`config.mk`:
```
export PLATFORM = sky130hd
export DESIGN_NAME = mjt_front
export DESIGN_NICKNAME = d
export VERILOG_FILES = /design/src/rtl/mjt_pkg.sv /design/src/rtl/mjt_front.sv
export SDC_FILE = /design/constraint.sdc
export NUM_CORES = 1
export LEC_CHECK = 0
export ABC_CLOCK_PERIOD_IN_PS = 2610
export BUFFER_PORTS_ARGS = -buffer_cell sky130_fd_sc_hd__clkbuf_2
export CELL_PAD_IN_SITES_DETAIL_PLACEMENT = 1
export CELL_PAD_IN_SITES_GLOBAL_PLACEMENT = 1
export CORE_MARGIN = 2
export CORE_UTILIZATION = 35
export DETAILED_ROUTE_END_ITERATION = 6
export GPL_TIMING_DRIVEN = 0
export PLACE_DENSITY = 0.7
export SETUP_SLACK_MARGIN = 0.02
export SYNTH_ARGS = -nofsm -noshare
export SYNTH_HDL_FRONTEND = slang
export SYNTH_SLANG_ARGS = --single-unit
```
`constraint.sdc`:
```
create_clock -name clk -period 2.61 [get_ports clk]
set_input_delay 0.261 -clock clk [delete_from_list [all_inputs] [get_ports clk]]
set_output_delay 0.261 -clock clk [all_outputs]
set_load 0.02 [all_outputs]
```
`src/rtl/mjt_pkg.sv`:
```
// Shared constants, types and register codes for the minimum-jerk trajectory point block.
`default_nettype none

package mjt_pkg;

    localparam int TIME_WIDTH     = 32;
    localparam int POSITION_WIDTH = 32;
    localparam int VEL_WIDTH      = POSITION_WIDTH + 2;
    localparam int ACC_WIDTH      = POSITION_WIDTH + 4;
    localparam int PHASE_BITS     = 30;
    localparam int PHASE_WIDTH    = PHASE_BITS + 1;
    localparam int DIFF_WIDTH     = POSITION_WIDTH + 1;
    localparam int ADDR_WIDTH     = 4;
    localparam int DATA_WIDTH     = 32;
    localparam int QUEUE_DEPTH    = 2;

    // register map, one 32-bit word per register
    typedef enum logic [1:0] {
        REG_START_POSITION = 2'd0,
        REG_END_POSITION   = 2'd1,
        REG_WINDOW_START   = 2'd2,
        REG_WINDOW_END     = 2'd3
    } reg_index_t;

    // classified request handed from front to back
    typedef struct packed {
        logic [TIME_WIDTH-1:0] num;
        logic [TIME_WIDTH-1:0] den;
        logic                  phase_one;
        logic                  in_window;
    } request_t;

endpackage

`default_nettype wire

```
`src/rtl/mjt_front.sv`:
```
// Front end: takes a sample time, clamps it to the window and classifies it.
`default_nettype none

module mjt_front (
    input  wire logic                            clk,
    input  wire logic                            rst_n,
    input  wire logic                            accept,
    input  wire logic [mjt_pkg::TIME_WIDTH-1:0]  sample_time,
    input  wire logic [mjt_pkg::TIME_WIDTH-1:0]  window_start,
    input  wire logic [mjt_pkg::TIME_WIDTH-1:0]  window_end,
    input  wire logic                            queue_full,
    output logic                                 push,
    output mjt_pkg::request_t                    push_data,
    output logic                                 busy
);

    logic                             valid_reg;
    logic                             valid_next;
    mjt_pkg::request_t                req_reg;
    mjt_pkg::request_t                req_next;
    logic [mjt_pkg::TIME_WIDTH-1:0]   clamped;

    // clamp and phase operands
    always_comb
    begin
        if (sample_time > window_end)
        begin
            clamped = window_end;
        end
        else if (sample_time < window_start)
        begin
            clamped = window_start;
        end
        else
        begin
            clamped = sample_time;
        end
        req_next.num       = clamped - window_start;
        req_next.den       = window_end - window_start;
        req_next.phase_one = (window_end <= window_start) || (req_next.num >= req_next.den);
        req_next.in_window = (sample_time >= window_start) && (sample_time <= window_end);
    end

    assign push       = valid_reg && !queue_full;
    assign push_data  = req_reg;
    assign busy       = valid_reg && queue_full;
    assign valid_next = accept || (valid_reg && queue_full);

    always_ff @(posedge clk or negedge rst_n)
    begin
        if (!rst_n)
        begin
            valid_reg <= 1'b0;
        end
        else
        begin
            valid_reg <= valid_next;
        end
    end

    always_ff @(posedge clk)
    begin
        if (accept)
        begin
            req_reg <= req_next;
        end
    end

endmodule

`default_nettype wire

```
==> impl_metrics.yaml <==
sta:
  period_minus_slack_ns: 6.06
  fmax_mhz: 165
  max-slew-margin-rel: 0.568
  finalHoldViolations: 0
  worst_pin_slew_ns: 0.642
  slew_viol_final: 0
  final-setup-viol-count: 41
  skew_ns: 0
  grt_setup_unrepaired: "true"
  worst_slack_ns: -3.45
  fin_crit_sh: 2.32
synthesis:
  synth_async_sr_flop_share: 0.0149
  synth_seq_cells: 67
  synth_area_um2: 8370
  syn_inst: 948
  synth-seq-area-share: 0.240
  synth_most_common_cell: "ha_1"
  syn_nets: 1209
  avgSynthCellArea_um2: 8.83
  synthFlopType: "edfxtp_1"
  ys_warn_count: 0
  synth_commonest_cells: "ha_1, inv_1, a21oi_1, edfxtp_1, nor2_1"
  synth_top_area_share: 0.238
  ys_types: 62
  synth_edf_count: 66
  synth_top_area_cell: "ha_1"
  ys_top_cells_by_area: "ha_1, edfxtp_1, a21oi_1"
drt:
  first_pass_iters: 4
  avgViaCountPerCell: 5.50
  detail-route-antenna-nets: 0
  drc: 0
  vias: 8529
  drt_iter0_drc: 373
  drt-wirelength-per-cell_um: 21.0
  routed_wl_um: 32600
place:
  port_buffers: 167
  globalplace.congestion: 0.861
  placed_area_um2: 9920
  dp.cells: 1435
  hpwlAfterDp_um: 24100
cells_and_area:
  drive_above_1_share: 0.412
  finalNetCount: 1487
  fin_cells: 1550
  multi_input_area_um2: 7050
  seq_area_um2: 2010
  areaGrowthSynthToFinish_pct: 47.9
  largest_register_ffs: 66
  diodes: 0
  fin_area_um2: 12400
  fillCellCount: 2641
setup_path:
  cp_common_cell: "buf_6"
  cp.arrival_ns: 6.16
  timing.critical_path.required_ns: 2.71
  cp_max_fo: 6
  critPathMaxStageDelay_ns: 0.39
  critPathKind: "in -> reg"
  crit_family: "compound AO/OA/AOI/OAI gates"
  cp-start-kind: "input pin"
  path_buf_inv: 12
  worstSetupEndpointType: "flop"
  crit_slowest_cell: "a2111o_1"
status:
  status: "complete, but fails checks"
  violations: "negative setup slack"
floorplan:
  start_util: 0.356
  core.rowCount: 56
  ioPinCount: 168
  core_um2: 23500
  die_x_um: 159
  die_h_um: 159
  die_area_um2: 25200
global_route:
  grt_use_total: 0.245
  grt_pass1_vias: 8672
  gr-total-overflow: 0
  grt_start_max_net_pins: 42
  antenna_found_initial: 0
  grt_pass1_wl_um: 46800
clock_network:
  cts_sinks: 67
  cts-htree-levels: 3
  insertion_delay_ns: 0.34
  cts.clk_slew.worst_paths_ns: 0.06
  clock-root-buffer: "clkbuf_16"
  cts-buffers-inserted: 9
  cts_tree: "done"
  cts.path.max_buffers: 2
min_path:
  worst_hold_path_type: "in -> async"
power_and_ir_drop:
  ir_drop_uv: 279
  leakagePower_nw: 5.76
  power_density_nw_per_um2: 618
job:
  cap_violations: 0
==> cell families after synthesis <==
family,count (synthesis),synth area share
AO/OA/AOI/OAI,293,0.232
AND/OR/NAND/NOR,194,0.117
XOR/XNOR,66,0.0691
multiplexers,32,0.0383
buffers and inverters,135,0.0615
adder cells (fa/ha/maj),161,0.243
flip-flops,67,0.240
==> worst register-to-register path: stages (launching register included) <==
cell,delay [ns]
dfrtp_1,0.37
and2_1,0.14
or2_2,0.26
==> per-stage QoR <==
stage / hold slack [ns] / setup WS [ns] / total power [W] / TNS (ns) / utilization
final: 0.231 / -3.45 / 0.00764 / -49.28 / 0.527
after global routing: 0.225 / -3.68 / 0.00811 / -55.88 / 0.527
after CTS: 0.216 / -3.21 / 0.00719 / -39.13 / 0.497
after detailed placement: 0.0369 / -4.69 / 0.00519 / -83.97 / 0.422
after global placement: 0.0361 / -4.66 / 0.00509 / -82.59 / 0.421
after floorplan: -0.0346 / -3.04 / 0.00405 / -35.13 / -
==> worst paths after layout <==
check                               from      endpoint  slack (ns)  depth (start not counted)
setup / recovery           window_end[1]  push_data[1]       -3.45                         34
hold reg to reg                valid_reg     valid_reg        0.60                          2
min in group clk              queue_full     valid_reg        0.27                          3
hold / removal                     rst_n     valid_reg        0.23                          2
setup reg to reg               valid_reg     valid_reg        1.72                          2
max in group asynchronous          rst_n     valid_reg        2.29                          2
==> power breakdown <==
part           internal (W)  total, W  leakage (nW)  switching [W]
Sequential          0.00152   0.00157         0.657      0.0000574
Clock              0.000840   0.00137         0.153       0.000530
Combinational       0.00206   0.00470          4.95        0.00265
Total               0.00441   0.00764          5.76        0.00323
==> cell usage in the layout (no fill, tap or decap), types with 9 or more instances in the layout <==
cell type / count
clkbuf_2: 131
ha_1: 118
buf_4: 85
inv_1: 79
a21oi_1: 74
edfxtp_1: 66
nor2_1: 54
a21o_1: 49
a21oi_2: 37
xnor2_1: 34
ha_4: 33
mux2i_1: 31
nand4_1: 28
inv_2: 26
nand2_1: 26
o21ai_0: 25
clkbuf_8: 20
buf_6: 19
xor2_1: 14
clkbuf_16: 14
nand3_1: 13
o21a_1: 13
xnor2_2: 13
clkbuf_1: 13
o21ai_2: 10
o21ai_1: 9
nand2b_1: 9
nor2b_1: 9
==> layout make-up <==
cell class | count | share of cell area
sequential | 67 | 0.162
buffer | 22 | 0.0145
clock buffer | 10 | 0.0185
inverter | 112 | 0.0362
tap | 319 | 0.0323
multi-input combinational | 746 | 0.570
clock inverter | 6 | 0.00728
timing repair buffer | 268 | 0.160
==> layer usage <==
metal  track usage  vias up  wire [µm]
met1         0.306     4221      13900
li1              -     4047          -
met2         0.430      212      16400
met5             0        -          0
met3        0.0359       49       1380
met4        0.0858        0        883
==> what timing repair did <==
item	in CTS	in global routing
hold buffers	1	0
setup endpoints to repair	46	46
hold endpoints to repair	1	0
pin swaps	70	65
gates resized for setup	186	95
setup buffers	55	51
No activity file was read; power rests on OpenSTA's default activity.
