==> src/rtl/mjt_pkg.sv <==
// Shared constants, types and register codes for the minimum-jerk trajectory point block.
`default_nettype none

package mjt_pkg;

    localparam int TIME_WIDTH     = 32;
    localparam int POSITION_WIDTH = 32;
    localparam int VEL_WIDTH      = POSITION_WIDTH + 2;
    localparam int ACC_WIDTH      = POSITION_WIDTH + 4;
    localparam int PHASE_BITS     = 30;
    localparam int PHASE_WIDTH    = PHASE_BITS + 1;
    localparam int DIFF_WIDTH     = POSITION_WIDTH + 1;
    localparam int ADDR_WIDTH     = 4;
    localparam int DATA_WIDTH     = 32;
    localparam int QUEUE_DEPTH    = 2;

    // register map, one 32-bit word per register
    typedef enum logic [1:0] {
        REG_START_POSITION = 2'd0,
        REG_END_POSITION   = 2'd1,
        REG_WINDOW_START   = 2'd2,
        REG_WINDOW_END     = 2'd3
    } reg_index_t;

    // classified request handed from front to back
    typedef struct packed {
        logic [TIME_WIDTH-1:0] num;
        logic [TIME_WIDTH-1:0] den;
        logic                  phase_one;
        logic                  in_window;
    } request_t;

endpackage

`default_nettype wire

==> src/rtl/mjt_queue.sv <==
// Two-entry request queue between the front end and the back end.
`default_nettype none

module mjt_queue (
    input  wire logic               clk,
    input  wire logic               rst_n,
    input  wire logic               push,
    input  mjt_pkg::request_t       push_data,
    output logic                    pop,
    output mjt_pkg::request_t       pop_data,
    output logic                    full
);

    mjt_pkg::request_t  entry_reg [mjt_pkg::QUEUE_DEPTH];
    logic               wr_ptr_reg;
    logic               rd_ptr_reg;
    logic [1:0]         count_reg;
    logic [1:0]         count_next;

    // back end never stalls, so pop whenever something is held
    assign pop      = (count_reg != 2'd0);
    assign pop_data = entry_reg[rd_ptr_reg];
    assign full     = (count_reg == 2'(mjt_pkg::QUEUE_DEPTH));

    always_comb
    begin
        count_next = count_reg;
        if (push && !pop)
        begin
            count_next = count_reg + 2'd1;
        end
        else if (!push && pop)
        begin
            count_next = count_reg - 2'd1;
        end
    end

    always_ff @(posedge clk or negedge rst_n)
    begin
        if (!rst_n)
        begin
            wr_ptr_reg <= 1'b0;
            rd_ptr_reg <= 1'b0;
            count_reg  <= 2'd0;
        end
        else
        begin
            if (push)
            begin
                wr_ptr_reg <= !wr_ptr_reg;
            end
            if (pop)
            begin
                rd_ptr_reg <= !rd_ptr_reg;
            end
            count_reg <= count_next;
        end
    end

    always_ff @(posedge clk)
    begin
        if (push)
        begin
            entry_reg[wr_ptr_reg] <= push_data;
        end
    end

endmodule

`default_nettype wire

==> config.mk <==
export PLATFORM = sky130hd
export DESIGN_NAME = mjt_queue
export DESIGN_NICKNAME = d
export VERILOG_FILES = /design/src/rtl/mjt_pkg.sv /design/src/rtl/mjt_queue.sv
export SDC_FILE = /design/constraint.sdc
export NUM_CORES = 1
export LEC_CHECK = 0
export BUFFER_PORTS_ARGS = -buffer_cell sky130_fd_sc_hd__buf_2
export CAP_MARGIN = 15
export CORE_AREA = 2 2 102 104
export DETAILED_ROUTE_END_ITERATION = 8
export DIE_AREA = 0 0 104 106
export GPL_ROUTABILITY_DRIVEN = 0
export HOLD_SLACK_MARGIN = 0.06
export PLACE_DENSITY_LB_ADDON = 0.12
export SLEW_MARGIN = 20
export SYNTH_ARGS = -nofsm -noshare
export SYNTH_HDL_FRONTEND = slang
export SYNTH_SLANG_ARGS = --single-unit
==> constraint.sdc <==
create_clock -name clk -period 5 [get_ports clk]
set_clock_uncertainty 0.15 [all_clocks]
set_input_delay 1 -clock clk [delete_from_list [all_inputs] [get_ports clk]]
set_output_delay 1 -clock clk [all_outputs]
set_load 0.03 [all_outputs]
==> results.json, run 1 <==
{
  "clock-root-buffer": "clkbuf_8",
  "pwr-share-comb_pct": 30.3,
  "drtIter0Drc": 135,
  "dieArea_mm2": 0.0110,
  "fillers": 733,
  "synthMuxAreaShare_pct": 16.9,
  "layout_common_cells": "136 x buf_2, 132 x edfxtp_1, 36 x mux2_2, 30 x mux2_4, 16 x clkbuf_16",
  "antenna_found_initial": 0,
  "synth.top_cell.area_share_pct": 78.3,
  "dp_worst_setup_slack_ns": 2.05,
  "slew_headroom_pct": 29.1,
  "initial_core_util_pct": 50.6,
  "cp_slowest_cell": "dfrtp_4",
  "dp_hpwl_mm": 5.49,
  "finalPower_mw": 4.28,
  "power_density_mw_per_mm2": 657,
  "end_kind": "output port",
  "portBuffers": 136,
  "syn_area_mm2": 0.00506,
  "synth_top_cell_by_area": "edfxtp_1",
  "path_cells": "mux2_2, buf_2",
  "cts_num_sinks": 136,
  "max_freq_mhz": 291,
  "finalCriticalPeriod_ns": 3.44,
  "ctsResizeCount": 0,
  "finalHoldWorstSlack_ns": 0.131,
  "final_common_cell": "buf_2",
  "vias": 2493,
  "hold_class": "in -> async",
  "holdBufCountCts": 0,
  "chipWidth_um": 104,
  "drive_gt1_share_pct": 61.3,
  "die_h_um": 106,
  "yosys.area_share.simple_pct": 0.519,
  "peakVddDrop_mv": 0.467,
  "fin_setup_tns_ns": 0,
  "path_class": "reg -> out",
  "finalSetupViolations": 0,
  "synth_compound_area_share_pct": 0,
  "syn_area_per_cell_um2": 22.9,
  "slew_violations": 0,
  "arrival_ns": 2.29,
  "clkTransAtPathRegs_ns": 0.06,
  "synthAdderAreaFrac_pct": 0.247,
  "cpPeakStageDelay_ns": 1.13,
  "swShare_pct": 32.2,
  "yosysSeqAreaShare_pct": 80.3,
  "htreeDepth": 4,
  "worstSetupStartpointType": "flop",
  "synth_top_family_by_area": "multiplexers",
  "pwr-share-clk_pct": 30.0,
  "cts.path.max_buffers": 2,
  "overflow": 0,
  "final_antenna_net_count": 0,
  "vias_per_cell": 4.79,
  "regArea_mm2": 0.00407,
  "max-cap-violations": 0,
  "grt_pass1_wl_mm": 13.0,
  "p_sw_mw": 1.38,
  "postSynthCellCount": 221,
  "pin_count": 137,
  "drcViolationCount": 0,
  "multi_input_area_um2": 947,
  "fin_crit_sh_pct": 68.7,
  "drt_first_pass_iters": 4,
  "yosys_warnings": 0,
  "grt_max_degree": 68,
  "hold_viol": 0,
  "syn_to_final_growth_pct": 28.7,
  "grt_util_all_layers_pct": 16.1,
  "synthTopCellsByArea": "edfxtp_1 78%, mux2_4 8.9%, mux2_2 8.0%",
  "diodes": 0,
  "required_ns": 3.85,
  "rsz0062_at_grt": "no",
  "synth_xor_xnor_area_share_pct": 0.865,
  "wl_per_cell_um": 16.5,
  "status": "completed",
  "ys_ff_latch": 136,
  "power_frac_seq_pct": 39.7,
  "fin_ws_ns": 1.56,
  "cts_tree": "built",
  "clk_latency_ns": 0.51,
  "cts_setup_buffers": 0,
  "rows": 37,
  "worstMarginPinSlew_ns": 1.06,
  "synth_cell_types": 14,
  "core_mm2": 0.0100,
  "p_leak_nw": 2.57,
  "largest_register_ff_count": 132,
  "p_int_mw": 2.90,
  "crit_path_max_fanout": 67,
  "syn-num-nets": 291,
  "fin_nets": 442,
  "routed_wl_mm": 8.57,
  "numCtsBuffers": 17,
  "grt_pass1_vias": 2614
}
-- Yosys cell counts --
library cell,number
edfxtp_1,132
mux2_2,36
mux2_4,30
dfrtp_1,4
buf_2,3
buf_6,3
xor2_1,3
nor2_1,2
nor2b_1,2
xnor2_1,2
and2_1,1
buf_4,1
ha_1,1
inv_1,1
-- critical path, delay by kind of cell (launching register included) --
family	cells	cell delay, ns
buffers and inverters	1	0.18
muxes	1	0.43
DFF	1	1.13
-- power groups by stage --
stage               logic, mW  clock network (mW)  registers (mW)
floorplan                1.11                   0            1.60
global placement         1.31                   0            1.72
detailed placement       1.32                   0            1.73
CTS                      1.32                1.31            1.71
global route             1.37                1.35            1.73
finish                   1.30                1.29            1.70
-- per-stage QoR --
step                      instance area, um^2  cells  util [%]
after floorplan                          5060    221         -
after global placement                   5890    489      58.9
after detailed placement                 5890    489      58.9
after CTS                                6520    521      65.2
after global routing                     6520    521      65.2
final                                    6520    521      65.2
-- cell families after synthesis --
kind of cell  after synthesis
flops                     136
mux                        66
buf+inv                     8
xor+xnor                    5
simple gates                5
fa+ha+maj                   1
-- final cells by class --
cell class	instances	area share, %
Sequential cell	136	62.4
Multi-Input combinational cell	77	14.5
Timing Repair Buffer	139	10.8
Clock buffer	25	7.43
Tap cell	136	2.61
Clock inverter	7	2.15
Inverter	1	0.0576
-- worst paths after layout --
path | start | endpoint | slack [ns] | cells past startpoint
max | rd_ptr_reg | pop_data[58] | 1.56 | 2
min | rst_n | count_reg[1] | 0.13 | 1
max reg2reg | wr_ptr_reg | entry_reg[1][24] | 2.84 | 2
min reg2reg | count_reg[1] | count_reg[1] | 0.34 | 1
max in group asynchronous | rst_n | rd_ptr_reg | 4.43 | 1
min in group clk | count_reg[1] | count_reg[1] | 0.34 | 1
-- per-layer routing --
layer | wire, um | global-route usage [%] | vias up
li1 | - | - | 1175
met1 | 3590 | 18.9 | 1212
met2 | 4330 | 26.3 | 92
met3 | 541 | 6.25 | 14
met4 | 112 | 7.82 | 0
met5 | 0 | 0 | -
No activity file was read; power rests on OpenSTA's default activity.
==> run 2, diff against run 1 <==
--- a/config.mk
+++ b/config.mk
@@ -5,11 +5,12 @@
 export SDC_FILE = /design/constraint.sdc
 export NUM_CORES = 1
 export LEC_CHECK = 0
+export ABC_AREA = 1
 export BUFFER_PORTS_ARGS = -buffer_cell sky130_fd_sc_hd__buf_2
 export CAP_MARGIN = 15
-export CORE_AREA = 2 2 102 104
+export CORE_AREA = 2 2 107 109
 export DETAILED_ROUTE_END_ITERATION = 8
-export DIE_AREA = 0 0 104 106
+export DIE_AREA = 0 0 109 111
 export GPL_ROUTABILITY_DRIVEN = 0
 export HOLD_SLACK_MARGIN = 0.06
 export PLACE_DENSITY_LB_ADDON = 0.12
==> constraint.sdc (replaced) <==
create_clock -name clk -period 3.12 [get_ports clk]
set_clock_uncertainty 0.15 [all_clocks]
set_input_delay 0.624 -clock clk [delete_from_list [all_inputs] [get_ports clk]]
set_output_delay 0.624 -clock clk [all_outputs]
set_load 0.03 [all_outputs]
==> run 2 against run 1 <==
Critical path depth increased by 3. Routed wire length increased by 6.8%. Final area decreased by 1.8%. Combinational power rose by 93%. Worst setup slack got worse by 1.1 ns. Via count grew 22%.
==> results.json, run 2 <==
{
  "yosys_warnings": 0,
  "crit_top_cell": "nand2_1",
  "synth-edff-count": 132,
  "hold_viol": 0,
  "core_mm2": 0.0111,
  "largest_register_ff_count": 132,
  "peakVddDrop_mv": 0.579,
  "grt_util_all_layers_pct": 15.9,
  "synth_most_common_cell": "nand2_1",
  "synth_top_family_by_area": "simple AND/OR/NAND/NOR gates",
  "power_density_mw_per_mm2": 1060,
  "path_class": "reg -> out",
  "fin_setup_tns_ns": 0,
  "cpPeakStageDelay_ns": 0.42,
  "max_freq_mhz": 382,
  "fin_crit_sh_pct": 83.9,
  "drive_gt1_share_pct": 32.3,
  "postSynthCellCount": 370,
  "finalPower_mw": 6.76,
  "synth_common_cells": "203 x nand2_1, 132 x edfxtp_1, 11 x buf_2",
  "arrival_ns": 1.84,
  "grt_busiest_layer": "met2",
  "crit_path_max_fanout": 30,
  "yosys.area_share.simple_pct": 15.7,
  "wl_per_cell_um": 13.6,
  "drcViolationCount": 0,
  "slew_headroom_pct": 51.8,
  "finalCriticalPeriod_ns": 2.62,
  "cts.path.max_buffers": 2,
  "antenna_found_initial": 0,
  "grt_pass1_vias": 3021,
  "initial_core_util_pct": 45.1,
  "yosysSeqAreaShare_pct": 81.4,
  "worstSetupStartpointType": "flop",
  "required_ns": 2.35,
  "synth.top_cell.area_share_pct": 79.4,
  "clkTransAtPathRegs_ns": 0.05,
  "dieArea_mm2": 0.0121,
  "async_reset_ff_share_pct": 2.94,
  "final_common_cell": "nand2_1",
  "cts_setup_buffers": 0,
  "dp_hpwl_mm": 5.65,
  "routed_wl_mm": 9.15,
  "synth_top_cell_by_area": "edfxtp_1",
  "holdBufCountCts": 1,
  "portBuffers": 136,
  "synth_xor_xnor_area_share_pct": 0.526,
  "syn-num-nets": 440,
  "critPathTopFamily": "buffers and inverters",
  "use_met2_pct": 26.7,
  "use_met3_pct": 6.00,
  "path_cells": "inv_2, buf_4, nand2_1, nand2_1, buf_2",
  "end_kind": "output port",
  "syn_area_mm2": 0.00499,
  "slew_violations": 0,
  "p_leak_nw": 2.79,
  "overflow": 0,
  "gr-usage-met1_pct": 18.4,
  "rsz0062_at_grt": "no",
  "drtIter0Drc": 150,
  "final_core_util_pct": 57.8,
  "cts_num_sinks": 136,
  "synthAdderAreaFrac_pct": 0.251,
  "synthTopCellsByArea": "edfxtp_1 79%, nand2_1 15%, dfrtp_1 2.0%",
  "ys_ff_latch": 136,
  "finalNonFillerCells": 673,
  "synthMuxAreaShare_pct": 0,
  "vias_per_cell": 4.52,
  "die_h_um": 111,
  "dp_cells": 641,
  "rows": 39,
  "pin_count": 137,
  "path_buf_inv": 3,
  "cts_tree": "built",
  "grt_pass1_wl_mm": 14.4,
  "max-cap-violations": 0,
  "synth_cell_types": 14,
  "cp_slowest_cell": "inv_2",
  "grt_max_degree": 67,
  "clk_latency_ns": 0.40,
  "layout_common_cells": "203 x nand2_1, 136 x buf_2, 132 x edfxtp_1, 17 x clkbuf_16, 6 x inv_1",
  "fin_nets": 588,
  "diodes": 0,
  "final_antenna_net_count": 0,
  "drt_first_pass_iters": 4,
  "syn_area_per_cell_um2": 13.5,
  "vias": 3041,
  "status": "completed",
  "hold_class": "in -> reg",
  "finalSetupViolations": 0,
  "chipWidth_um": 109,
  "finalHoldWorstSlack_ns": 0.258,
  "numCtsBuffers": 17,
  "clock-root-buffer": "clkbuf_16",
  "worstMarginPinSlew_ns": 0.723,
  "synth_compound_area_share_pct": 0,
  "ys.flop_type": "edfxtp_1",
  "syn_to_final_growth_pct": 28.2,
  "htreeDepth": 4,
  "ctsResizeCount": 0
}
[run 2: cell types whose count changed after synthesis, sizes merged]
cell,delta
and2,-1
nor2b,-2
buf,+6
mux2,-66
nand2,+203
inv,+7
xnor2,-1
nand3,+1
clkbuf,+1
nand4,+1
xor2,-1
nor2,+1
[run 2: cell families (layout without fill, tap and decap cells)]
family / after synthesis / count (layout)
adder cells (fa/ha/maj): 1 / 1
buffers and inverters: 22 / 182
AND/OR/NAND/NOR: 208 / 208
XOR/XNOR: 3 / 3
flip-flops: 136 / 136
[run 2: per-layer routing]
metal | share of wire [%] | vias to the layer above
met5 | 0 | -
met4 | 1.4 | 0
met2 | 52 | 80
met3 | 6.5 | 10
li1 | - | 1537
met1 | 41 | 1414
[run 2: final timing paths]
check / startpoint / end / slack [ns] / depth (start not counted)
max: rd_ptr_reg / pop_data[64] / 0.50 / 5
min: push_data[28] / entry_reg[1][28] / 0.26 / 1
max reg2reg: wr_ptr_reg / entry_reg[1][49] / 1.52 / 3
min reg2reg: count_reg[1] / count_reg[1] / 0.37 / 2
max in group asynchronous: rst_n / rd_ptr_reg / 2.27 / 2
min in group asynchronous: rst_n / wr_ptr_reg / 0.41 / 2
[run 2: final cells by class]
cell class	instances	area, um^2
Sequential cell	136	4070
Inverter	8	30.0
Multi-Input combinational cell	212	831
Tap cell	143	179
Timing Repair Buffer	143	773
Fill cell	922	4680
Clock inverter	11	83.8
Clock buffer	20	437
[run 2: metrics by stage]
stage | area, um^2 | worst slack, ns
floorplan | 4990 | 0.189
global placement | 5870 | 0.898
detailed placement | 5870 | 0.881
CTS | 6400 | 0.444
global route | 6400 | 0.323
finish | 6400 | 0.502
[run 2: report_power, final]
group	switching, mW	leakage [nW]	internal [mW]	total (mW)
sequential	0.0920	1.28	2.43	2.52
clock	0.662	0.248	1.07	1.74
combinational	1.87	1.25	0.639	2.51
